===== src/design/crc8rx_pkg.sv =====
`default_nettype none

package crc8rx_pkg;

  localparam int MAX_PAYLOAD_DEF = 59;

  localparam int CFG_AW = 3;
  localparam int CFG_DW = 32;
  localparam int CFG_IDX_W = 1;

  localparam logic [CFG_IDX_W-1:0] REG_TIMEOUT = 1'd0;
  localparam logic [15:0] TIMEOUT_RST = 16'd10000;

  localparam logic [7:0] SYNC_FIRST  = 8'hAA;
  localparam logic [7:0] SYNC_SECOND = 8'h55;
  localparam logic [7:0] CRC_POLY    = 8'h07;
  localparam logic [7:0] LINK_CMD    = 8'hF0;
  localparam logic [7:0] LEN_SAT     = 8'd63;

  localparam logic OP_BYTE = 1'b0;
  localparam logic OP_TICK = 1'b1;

  localparam logic KIND_PAYLOAD = 1'b0;
  localparam logic KIND_END     = 1'b1;

  localparam logic [2:0] ST_OK      = 3'd0;
  localparam logic [2:0] ST_SYNC    = 3'd1;
  localparam logic [2:0] ST_TIMEOUT = 3'd2;
  localparam logic [2:0] ST_CRC     = 3'd3;
  localparam logic [2:0] ST_LONG    = 3'd4;
  localparam logic [2:0] ST_LINK    = 3'd5;

  typedef struct packed {
    logic       op;
    logic [7:0] data_byte;
  } in_item_t;

  typedef struct packed {
    logic       kind;
    logic [7:0] payload_byte;
    logic [5:0] payload_index;
    logic [7:0] command;
    logic [5:0] frame_length;
    logic [2:0] status;
    logic [7:0] link_state;
  } out_item_t;

  typedef struct packed {
    logic      vld;
    out_item_t item;
  } res_t;

  function automatic logic [7:0] crc8_update(input logic [7:0] crc, input logic [7:0] b);
    logic [7:0] c;
    c = crc ^ b;
    for (int i = 0; i < 8; i++) begin
      if (c[7]) begin
        c = {c[6:0], 1'b0} ^ CRC_POLY;
      end else begin
        c = {c[6:0], 1'b0};
      end
    end
    return c;
  endfunction

endpackage

`default_nettype wire


===== src/design/sync_crc8_frame_receiver.sv =====
// Synchronous framed-byte receiver with CRC-8 (poly 0x07, init 0) check.
// Input channel (in_valid/in_ready/in_item): each item is either one byte
// from the UART receiver or one time tick. Frames are 0xAA 0x55, command,
// length, payload, CRC. Result channel (out_valid/out_ready/out_item): one
// item per payload byte as it arrives (none for link-state frames) and one
// frame-end item with status ok, sync error, timeout, CRC error, too long
// or link-state frame. Many input items produce no result.
// Configuration: APB-style port, register 0 at address 0 holds the tick
// count between bytes in a frame at which it times out (reset 10000).
// An accepted input item loads the input register; one pass of frame logic
// then loads its result, if any, into the output register. The block
// accepts one input item per cycle while results are taken, the frame state
// updating with its unrolled CRC in one pass per item.
// When the receiver holds out_ready low, the pending result holds and the
// input register fills; in_ready then drops until the result is taken.
// Reset (rst_n low, synchronous) empties both registers, returns the frame
// logic to hunting for sync and clears the link-state byte.
`default_nettype none

module sync_crc8_frame_receiver #(
  parameter int MAX_PAYLOAD = crc8rx_pkg::MAX_PAYLOAD_DEF
) (
  input  wire logic                            clk,
  input  wire logic                            rst_n,
  input  wire logic                            in_valid,
  output logic                                 in_ready,
  input  wire crc8rx_pkg::in_item_t            in_item,
  output logic                                 out_valid,
  input  wire logic                            out_ready,
  output crc8rx_pkg::out_item_t                out_item,
  input  wire logic                            psel,
  input  wire logic                            penable,
  input  wire logic                            pwrite,
  input  wire logic [crc8rx_pkg::CFG_AW-1:0]   paddr,
  input  wire logic [crc8rx_pkg::CFG_DW-1:0]   pwdata,
  output logic      [crc8rx_pkg::CFG_DW-1:0]   prdata,
  output logic                                 pready
);

  logic                  in_vld_r, in_vld_nxt;
  crc8rx_pkg::in_item_t  in_item_r;
  logic                  out_vld_r, out_vld_nxt;
  crc8rx_pkg::out_item_t out_item_r;
  logic                  step;
  logic                  in_acc;
  logic [15:0]           timeout_ticks;
  crc8rx_pkg::res_t      res;

  crc8rx_cfg u_cfg (
    .clk           (clk),
    .rst_n         (rst_n),
    .psel          (psel),
    .penable       (penable),
    .pwrite        (pwrite),
    .paddr         (paddr),
    .pwdata        (pwdata),
    .prdata        (prdata),
    .pready        (pready),
    .timeout_ticks (timeout_ticks)
  );

  crc8rx_fsm #(
    .MAX_PAYLOAD (MAX_PAYLOAD)
  ) u_fsm (
    .clk           (clk),
    .rst_n         (rst_n),
    .step          (step),
    .item          (in_item_r),
    .timeout_ticks (timeout_ticks),
    .res           (res)
  );

  assign step     = in_vld_r && (!out_vld_r || out_ready);
  assign in_ready = !in_vld_r || step;
  assign in_acc   = in_valid && in_ready;

  always_comb begin
    in_vld_nxt = in_vld_r;
    if (in_acc) begin
      in_vld_nxt = 1'b1;
    end else if (step) begin
      in_vld_nxt = 1'b0;
    end
    out_vld_nxt = out_vld_r;
    if (step && res.vld) begin
      out_vld_nxt = 1'b1;
    end else if (out_ready) begin
      out_vld_nxt = 1'b0;
    end
  end

  always_ff @(posedge clk) begin
    if (!rst_n) begin
      in_vld_r  <= 1'b0;
      out_vld_r <= 1'b0;
    end else begin
      in_vld_r  <= in_vld_nxt;
      out_vld_r <= out_vld_nxt;
    end
  end

  always_ff @(posedge clk) begin
    if (in_acc) begin
      in_item_r <= in_item;
    end
    if (step && res.vld) begin
      out_item_r <= res.item;
    end
  end

  assign out_valid = out_vld_r;
  assign out_item  = out_item_r;

`ifndef SYNTHESIS
  a_payload_status_ok: assert property (@(posedge clk) disable iff (!rst_n)
    out_valid && out_item.kind == crc8rx_pkg::KIND_PAYLOAD
      |-> out_item.status == crc8rx_pkg::ST_OK)
    else $error("payload item with nonzero status");

  a_end_fields_clear: assert property (@(posedge clk) disable iff (!rst_n)
    out_valid && out_item.kind == crc8rx_pkg::KIND_END
      |-> out_item.payload_byte == 8'd0 && out_item.payload_index == 6'd0)
    else $error("frame-end item carries payload fields");

  a_status_range: assert property (@(posedge clk) disable iff (!rst_n)
    out_valid |-> out_item.status <= crc8rx_pkg::ST_LINK)
    else $error("status code out of range");

  a_stall_only_on_backpressure: assert property (@(posedge clk) disable iff (!rst_n)
    !in_ready |-> in_vld_r && out_valid && !out_ready)
    else $error("input stalled without output backpressure");

  a_reset_empties: assert property (@(posedge clk)
    !rst_n |=> !out_valid && in_ready)
    else $error("registers not empty after reset");
`endif

endmodule

`default_nettype wire


===== src/design/crc8rx_cfg.sv =====
`default_nettype none

module crc8rx_cfg (
  input  wire logic                            clk,
  input  wire logic                            rst_n,
  input  wire logic                            psel,
  input  wire logic                            penable,
  input  wire logic                            pwrite,
  input  wire logic [crc8rx_pkg::CFG_AW-1:0]   paddr,
  input  wire logic [crc8rx_pkg::CFG_DW-1:0]   pwdata,
  output logic      [crc8rx_pkg::CFG_DW-1:0]   prdata,
  output logic                                 pready,
  output logic      [15:0]                     timeout_ticks
);

  logic [15:0] tmo_r;
  logic [15:0] tmo_nxt;
  logic [crc8rx_pkg::CFG_IDX_W-1:0] reg_idx;
  logic wr_en;

  assign reg_idx = paddr[crc8rx_pkg::CFG_AW-1:2];
  assign pready  = 1'b1;
  assign wr_en   = psel && penable && pwrite && pready;

  always_comb begin
    tmo_nxt = tmo_r;
    if (wr_en && reg_idx == crc8rx_pkg::REG_TIMEOUT) begin
      tmo_nxt = pwdata[15:0];
    end
  end

  always_ff @(posedge clk) begin
    if (!rst_n) begin
      tmo_r <= crc8rx_pkg::TIMEOUT_RST;
    end else begin
      tmo_r <= tmo_nxt;
    end
  end

  always_comb begin
    prdata = '0;
    if (reg_idx == crc8rx_pkg::REG_TIMEOUT) begin
      prdata = {{(crc8rx_pkg::CFG_DW-16){1'b0}}, tmo_r};
    end
  end

  assign timeout_ticks = tmo_r;

endmodule

`default_nettype wire


===== src/design/crc8rx_fsm.sv =====
`default_nettype none

module crc8rx_fsm #(
  parameter int MAX_PAYLOAD = crc8rx_pkg::MAX_PAYLOAD_DEF
) (
  input  wire logic                  clk,
  input  wire logic                  rst_n,
  input  wire logic                  step,
  input  wire crc8rx_pkg::in_item_t  item,
  input  wire logic [15:0]           timeout_ticks,
  output crc8rx_pkg::res_t           res
);

  localparam logic [2:0] PH_HUNT  = 3'd0;
  localparam logic [2:0] PH_SYNC2 = 3'd1;
  localparam logic [2:0] PH_CMD   = 3'd2;
  localparam logic [2:0] PH_LEN   = 3'd3;
  localparam logic [2:0] PH_DATA  = 3'd4;
  localparam logic [2:0] PH_CRC   = 3'd5;

  localparam logic [7:0] MAX_LEN = 8'(MAX_PAYLOAD);

  logic [2:0]  phase_r, phase_nxt;
  logic [7:0]  crc_r, crc_nxt;
  logic [7:0]  cmd_r, cmd_nxt;
  logic [7:0]  len_r, len_nxt;
  logic [7:0]  seen_r, seen_nxt;
  logic [7:0]  first_r, first_nxt;
  logic [15:0] idle_r, idle_nxt;
  logic [7:0]  link_r, link_nxt;

  logic [7:0]  b;
  logic [7:0]  crc_b;
  logic [15:0] idle_inc;
  logic [7:0]  seen_inc;
  logic        emit;
  logic        kind;
  logic [7:0]  pbyte;
  logic [5:0]  pidx;
  logic [2:0]  status;

  assign b        = item.data_byte;
  assign crc_b    = crc8rx_pkg::crc8_update(crc_r, b);
  assign idle_inc = (idle_r == 16'hFFFF) ? idle_r : idle_r + 16'd1;
  assign seen_inc = seen_r + 8'd1;

  always_comb begin
    phase_nxt = phase_r;
    crc_nxt   = crc_r;
    cmd_nxt   = cmd_r;
    len_nxt   = len_r;
    seen_nxt  = seen_r;
    first_nxt = first_r;
    idle_nxt  = idle_r;
    link_nxt  = link_r;
    emit      = 1'b0;
    kind      = crc8rx_pkg::KIND_END;
    pbyte     = '0;
    pidx      = '0;
    status    = crc8rx_pkg::ST_OK;

    if (item.op == crc8rx_pkg::OP_TICK) begin
      if (phase_r != PH_HUNT) begin
        idle_nxt = idle_inc;
        if (idle_inc >= timeout_ticks) begin
          emit      = 1'b1;
          status    = crc8rx_pkg::ST_TIMEOUT;
          phase_nxt = PH_HUNT;
          idle_nxt  = '0;
        end
      end
    end else begin
      idle_nxt = '0;
      unique case (phase_r)
        PH_HUNT: begin
          if (b == crc8rx_pkg::SYNC_FIRST) begin
            cmd_nxt   = '0;
            len_nxt   = '0;
            phase_nxt = PH_SYNC2;
          end
        end
        PH_SYNC2: begin
          if (b != crc8rx_pkg::SYNC_SECOND) begin
            emit      = 1'b1;
            status    = crc8rx_pkg::ST_SYNC;
            phase_nxt = PH_HUNT;
          end else begin
            crc_nxt   = '0;
            phase_nxt = PH_CMD;
          end
        end
        PH_CMD: begin
          cmd_nxt   = b;
          crc_nxt   = crc_b;
          phase_nxt = PH_LEN;
        end
        PH_LEN: begin
          len_nxt = b;
          crc_nxt = crc_b;
          if (b > MAX_LEN) begin
            emit      = 1'b1;
            status    = crc8rx_pkg::ST_LONG;
            phase_nxt = PH_HUNT;
          end else begin
            seen_nxt  = '0;
            first_nxt = '0;
            phase_nxt = (b == 8'd0) ? PH_CRC : PH_DATA;
          end
        end
        PH_DATA: begin
          crc_nxt = crc_b;
          if (seen_r == 8'd0) begin
            first_nxt = b;
          end
          if (cmd_r != crc8rx_pkg::LINK_CMD) begin
            emit  = 1'b1;
            kind  = crc8rx_pkg::KIND_PAYLOAD;
            pbyte = b;
            pidx  = seen_r[5:0];
          end
          seen_nxt = seen_inc;
          if (seen_inc >= len_r) begin
            phase_nxt = PH_CRC;
          end
        end
        PH_CRC: begin
          emit      = 1'b1;
          phase_nxt = PH_HUNT;
          if (b != crc_r) begin
            status = crc8rx_pkg::ST_CRC;
          end else if (cmd_r == crc8rx_pkg::LINK_CMD) begin
            link_nxt = (len_r != 8'd0) ? first_r : 8'd0;
            status   = crc8rx_pkg::ST_LINK;
          end else begin
            status = crc8rx_pkg::ST_OK;
          end
        end
        default: begin
          phase_nxt = PH_HUNT;
        end
      endcase
    end
  end

  always_comb begin
    res.vld                = step && emit;
    res.item.kind          = kind;
    res.item.payload_byte  = pbyte;
    res.item.payload_index = pidx;
    res.item.command       = cmd_nxt;
    res.item.frame_length  = (len_nxt > crc8rx_pkg::LEN_SAT) ? crc8rx_pkg::LEN_SAT[5:0]
                                                             : len_nxt[5:0];
    res.item.status        = status;
    res.item.link_state    = link_nxt;
  end

  always_ff @(posedge clk) begin
    if (!rst_n) begin
      phase_r <= PH_HUNT;
      crc_r   <= '0;
      cmd_r   <= '0;
      len_r   <= '0;
      seen_r  <= '0;
      first_r <= '0;
      idle_r  <= '0;
      link_r  <= '0;
    end else if (step) begin
      phase_r <= phase_nxt;
      crc_r   <= crc_nxt;
      cmd_r   <= cmd_nxt;
      len_r   <= len_nxt;
      seen_r  <= seen_nxt;
      first_r <= first_nxt;
      idle_r  <= idle_nxt;
      link_r  <= link_nxt;
    end
  end

endmodule

`default_nettype wire


===== config.mk =====
export PLATFORM = sky130hd
export DESIGN_NAME = sync_crc8_frame_receiver
export DESIGN_NICKNAME = d
export VERILOG_FILES = /design/src/design/crc8rx_pkg.sv /design/src/design/sync_crc8_frame_receiver.sv /design/src/design/crc8rx_cfg.sv /design/src/design/crc8rx_fsm.sv
export SDC_FILE = /design/constraint.sdc
export NUM_CORES = 1
export LEC_CHECK = 0
export ABC_AREA = 1
export BUFFER_PORTS_ARGS = -buffer_cell sky130_fd_sc_hd__buf_2
export CAP_MARGIN = 10
export CORE_AREA = 2 2 145 218
export CTS_CLUSTER_SIZE = 40
export DETAILED_ROUTE_END_ITERATION = 12
export DIE_AREA = 0 0 147 220
export PLACE_DENSITY = 0.5
export SYNTH_ARGS = -nofsm -noshare
export SYNTH_HDL_FRONTEND = slang
export SYNTH_HIERARCHICAL = 1
export SYNTH_SLANG_ARGS = --single-unit

===== constraint.sdc =====
create_clock -name clk -period 4.7 [get_ports clk]
set_input_delay 0.94 -clock clk [delete_from_list [all_inputs] [get_ports clk]]
set_output_delay 0.94 -clock clk [all_outputs]
set_load 0.05 [all_outputs]

==> metrics.md <==
| Metric | Value |
|---|---|
| Status | complete, no violations |
| TritonCTS clock tree | built |
| Yosys warns | 6 |
| IO buf count | 90 |
| Die X | between 100 and 150 µm |
| Startpoint Class | flip-flop |
| Reg area | roughly 3200 µm² |
| Vias in the first global route | about 6000 |
| R2R depth | 19 |
| Hold depth | 2 |
| Antenna viol nets, final | 0 |
| H-tree Lvls | 4 |
| FF-to-FF Start | u_fsm/idle_r[0] |
| Synthesized cell area | 7500 µm² |
| Slew Viols, Final | 0 |
| DR vias/cell | 4.27 |
| 1st-pass router iterations | 5 |
| Part of the power in registers | 45.8% |
| CTS Root Cell | clkbuf_16 |
| Pre-CTS WS | 825 ps |
| # hold bufs at CTS | 0 |
| Starting Density | 24.5% |
| Clk sinks | between 100 and 150 |
| Antenna violations before repair | 0 |
| Remaining Overflow, GRT | 0 |
| # DRC | 0 |
| Setup TNS | 0 ps |
| Die footprint | 32300 µm² |
| Power share of the combinational group | a little under a tenth |
| R2R setup slack | 930 ps |
| Drt wl/cell | around 13 µm |
| Placer congestion estimate | 0.825 |
| Critical Path Sink Type | flip-flop |
| TritonCTS buffer count | 17 |
| Fraction of layout cells with a size suffix above 1 | 15.1% |
| Setup ws final | around 930 ps |
| Largest net degree at the start of global routing | 41 |
| Pwr dens | 309 nW/µm² |
| Via Count | 6326 |
| Post-CTS Setup Repair Bufs | 0 |
| Seq/Total Area, Yosys | 42.3% |
| Chip height | 220 µm |
| Core ar. | 30600 µm² |
| Peak supply drop | 0.238 mV |
| Worst R2R End | out_item[2] |
| Cells after synthesis | 977 |
| Number of endpoints failing setup at the final stage | 0 |
| P_sw | ~0.00072 W |
| Final period util | about four fifths |
| Global-route wire length before repair | 30800 µm |
| Clk_lat worst skew | 430 ps |
| Period minus WS final | 3770 ps |
| Number of distinct library cells after synthesis | 51 |
| Maxcap violations | 0 |
| Setup Crit Path Kind | reg -> reg |
| N_diodes | 0 |
| Leakage | roughly 4.0 nW |
| Fmax | 0.265 GHz |
| Filler Cells Inserted | around 3300 |
| Hold crit path type | reg -> reg |
| CP max FO | 40 |
| Crit path from | u_fsm/idle_r[0] |
| PostCTS Resize Cnt | 0 |
| Main synth FF type | dfxtp_1 |
| Worst Hold Endpoint | u_fsm/first_r[3] |
| Total Wirelength | roughly 19000 µm |
| CTS clk-pin slew, worst paths | 60 ps |
| Worst Tran Pin Value | roughly 750 ps |
| Critical path required time | 4810 ps |
| P&R area growth vs syn | 17.9% |
| Layout Skew | between 8 and 9 ps |
| Asr flop ratio synth | 0% |
| FP Rows | 79 |
| DPL Wire Length | 14500 µm |
| DRT iter0 DRCs | 309 |
| Switching Share | 26.2% |
| Post-Syn Area per Cell | 7.68 µm² |
| Max-slew headroom | 50.2% |
| Clk pwr share | 44.9% |
| Hold_sp | u_fsm/first_r[3] |
| Area of the multi-input gates | 3490 µm² |
| # nets final | roughly 1100 |
| Post-synth EDFFs | 49 |
| Internal | 0.00202 W |
| Io pins | 126 |
| GRT Total Usage | 12.2% |
| Yosys reg bits | ~130 |
| Maximum root-to-sink buffer count | 2 |
| WP data arrival | 3880 ps |
| Hold Vio Cnt, Final | 0 |
| RSZ-0062 raised after global routing | false |
## cell families after synthesis
| group | Yosys count | share of synthesized area (%) |
|---|---|---|
| fa+ha+maj | 30 | 5.00 |
| xor+xnor | 33 | 3.95 |
| flops | 134 | 42.3 |
| simple gates | 453 | 27.3 |
| other cells | 2 | 0.100 |
| compound gates | 117 | 9.32 |
| buf+inv | 208 | 12.0 |
## state kept, by name (all words and copies together) (netlist names)
| register | cells |
|---|---|
| u_fsm/len_r | 8 |
| out_item | 40 |
| u_fsm/crc_r | 8 |
| in_vld_r | 1 |
| u_fsm/first_r | 8 |
| u_fsm/cmd_r | 8 |
| u_fsm/idle_r | 16 |
| u_cfg/timeout_ticks | 16 |
| out_valid | 1 |
| u_fsm/link_r | 8 |
| u_fsm/phase_r | 3 |
| in_item_r | 9 |
| u_fsm/seen_r | 8 |
## stage by stage
step                cells  area, µm²  util [%]  hold slack, ps  total power (W)
floorplan             992       7560         -             429          0.00148
global placement     1450       8310      27.1             441          0.00153
detailed placement   1450       8310      27.1             449          0.00154
CTS                  1482       8850      28.9             458          0.00279
global route         1482       8850      28.9             480          0.00286
finish               1482       8850      28.9             455          0.00274
## critical path, stage by stage, from the launching register on
cell	delay [ps]
dfxtp_1	440
ha_1	230
nand3_1	130
nor2_1	210
and2_2	210
nand2_1	90
nor2_1	130
nand2_1	110
nand3b_1	90
nand2_1	70
ha_1	290
nand2_1	50
o21ai_0	190
a21oi_1	120
nand2_1	160
nand3_1	120
a21oi_1	260
inv_1	130
nor2_4	140
buf_12	250
## how the worst max path moves through the flow
stage,end,cells past startpoint
2_1_floorplan,out_item[0],18
6_report,out_item[2],19
3_5_place_dp,out_item[28],19
5_1_grt,out_item[2],19
4_1_cts,out_item[2],19
3_3_place_gp,out_item[25],19
## synthesized netlist by cell type, types with 3 or more instances
master    instances  area [µm²]
o21ai_2           3        26.3
nor2_1          126         473
buf_4            20         150
inv_2             5        18.8
nor2_4            5        56.3
nand3_1          63         315
buf_6             4        45.0
nand2_4           3        33.8
xnor2_1          13         114
nand2_1         196         736
inv_1           156         586
dfxtp_1          85        1700
nand4_1          24         150
ha_1             30         375
a21oi_1          65         325
clkbuf_1         11        41.3
o21ai_1           7        35.0
edfxtp_1         49        1470
o21ai_0          17        85.1
nor3_1           18        90.1
xor2_1           19         166
buf_2             7        35.0
o31ai_1           3        22.5
o211ai_1         12        90.1
## power by group through the flow
stage,Sequential (W),Clock (W),Combinational [W]
after detailed placement,0.00128,0,0.000258
after CTS,0.00125,0.00128,0.000259
final,0.00125,0.00123,0.000255
after global routing,0.00126,0.00132,0.000285
after global placement,0.00128,0,0.000255
after floorplan,0.00127,0,0.000209
## cell type report
| class | count | area share, % |
|---|---|---|
| multi-input combinational | 650 | 39.5 |
| sequential | 134 | 35.9 |
| timing repair buffer | 96 | 5.74 |
| tap | 405 | 5.73 |
| clock buffer | 18 | 4.85 |
| inverter | 165 | 7.10 |
| clock inverter | 14 | 1.26 |
## layer usage
metal | global-route usage (%) | vias to the layer above | wire length, µm
li1 | - | 3279 | -
met1 | 12.9 | 2898 | 7690
met2 | 23.7 | 125 | 10600
met3 | 2.75 | 24 | 726
met4 | 4.39 | 0 | 317
met5 | 0 | - | 0
## placed cells by master (no fill, tap or decap), types with 4 or more instances in the layout
cell and count:
clkinv_2 4, nand3_1 63, nand2_1 196, dfxtp_1 85
nand4_1 24, clkinvlp_4 5, conb_1 17, xnor2_1 13
inv_1 156, nor3_1 18, nor2_4 6, ha_1 30
buf_2 90, clkinv_1 4, o211ai_1 12, inv_2 5
o21ai_1 7, o21ai_0 17, xor2_1 19, clkbuf_16 17
buf_4 5, nor2_1 125, edfxtp_1 49, a21oi_1 65
Note: power is estimated with default switching activity, not from simulation.
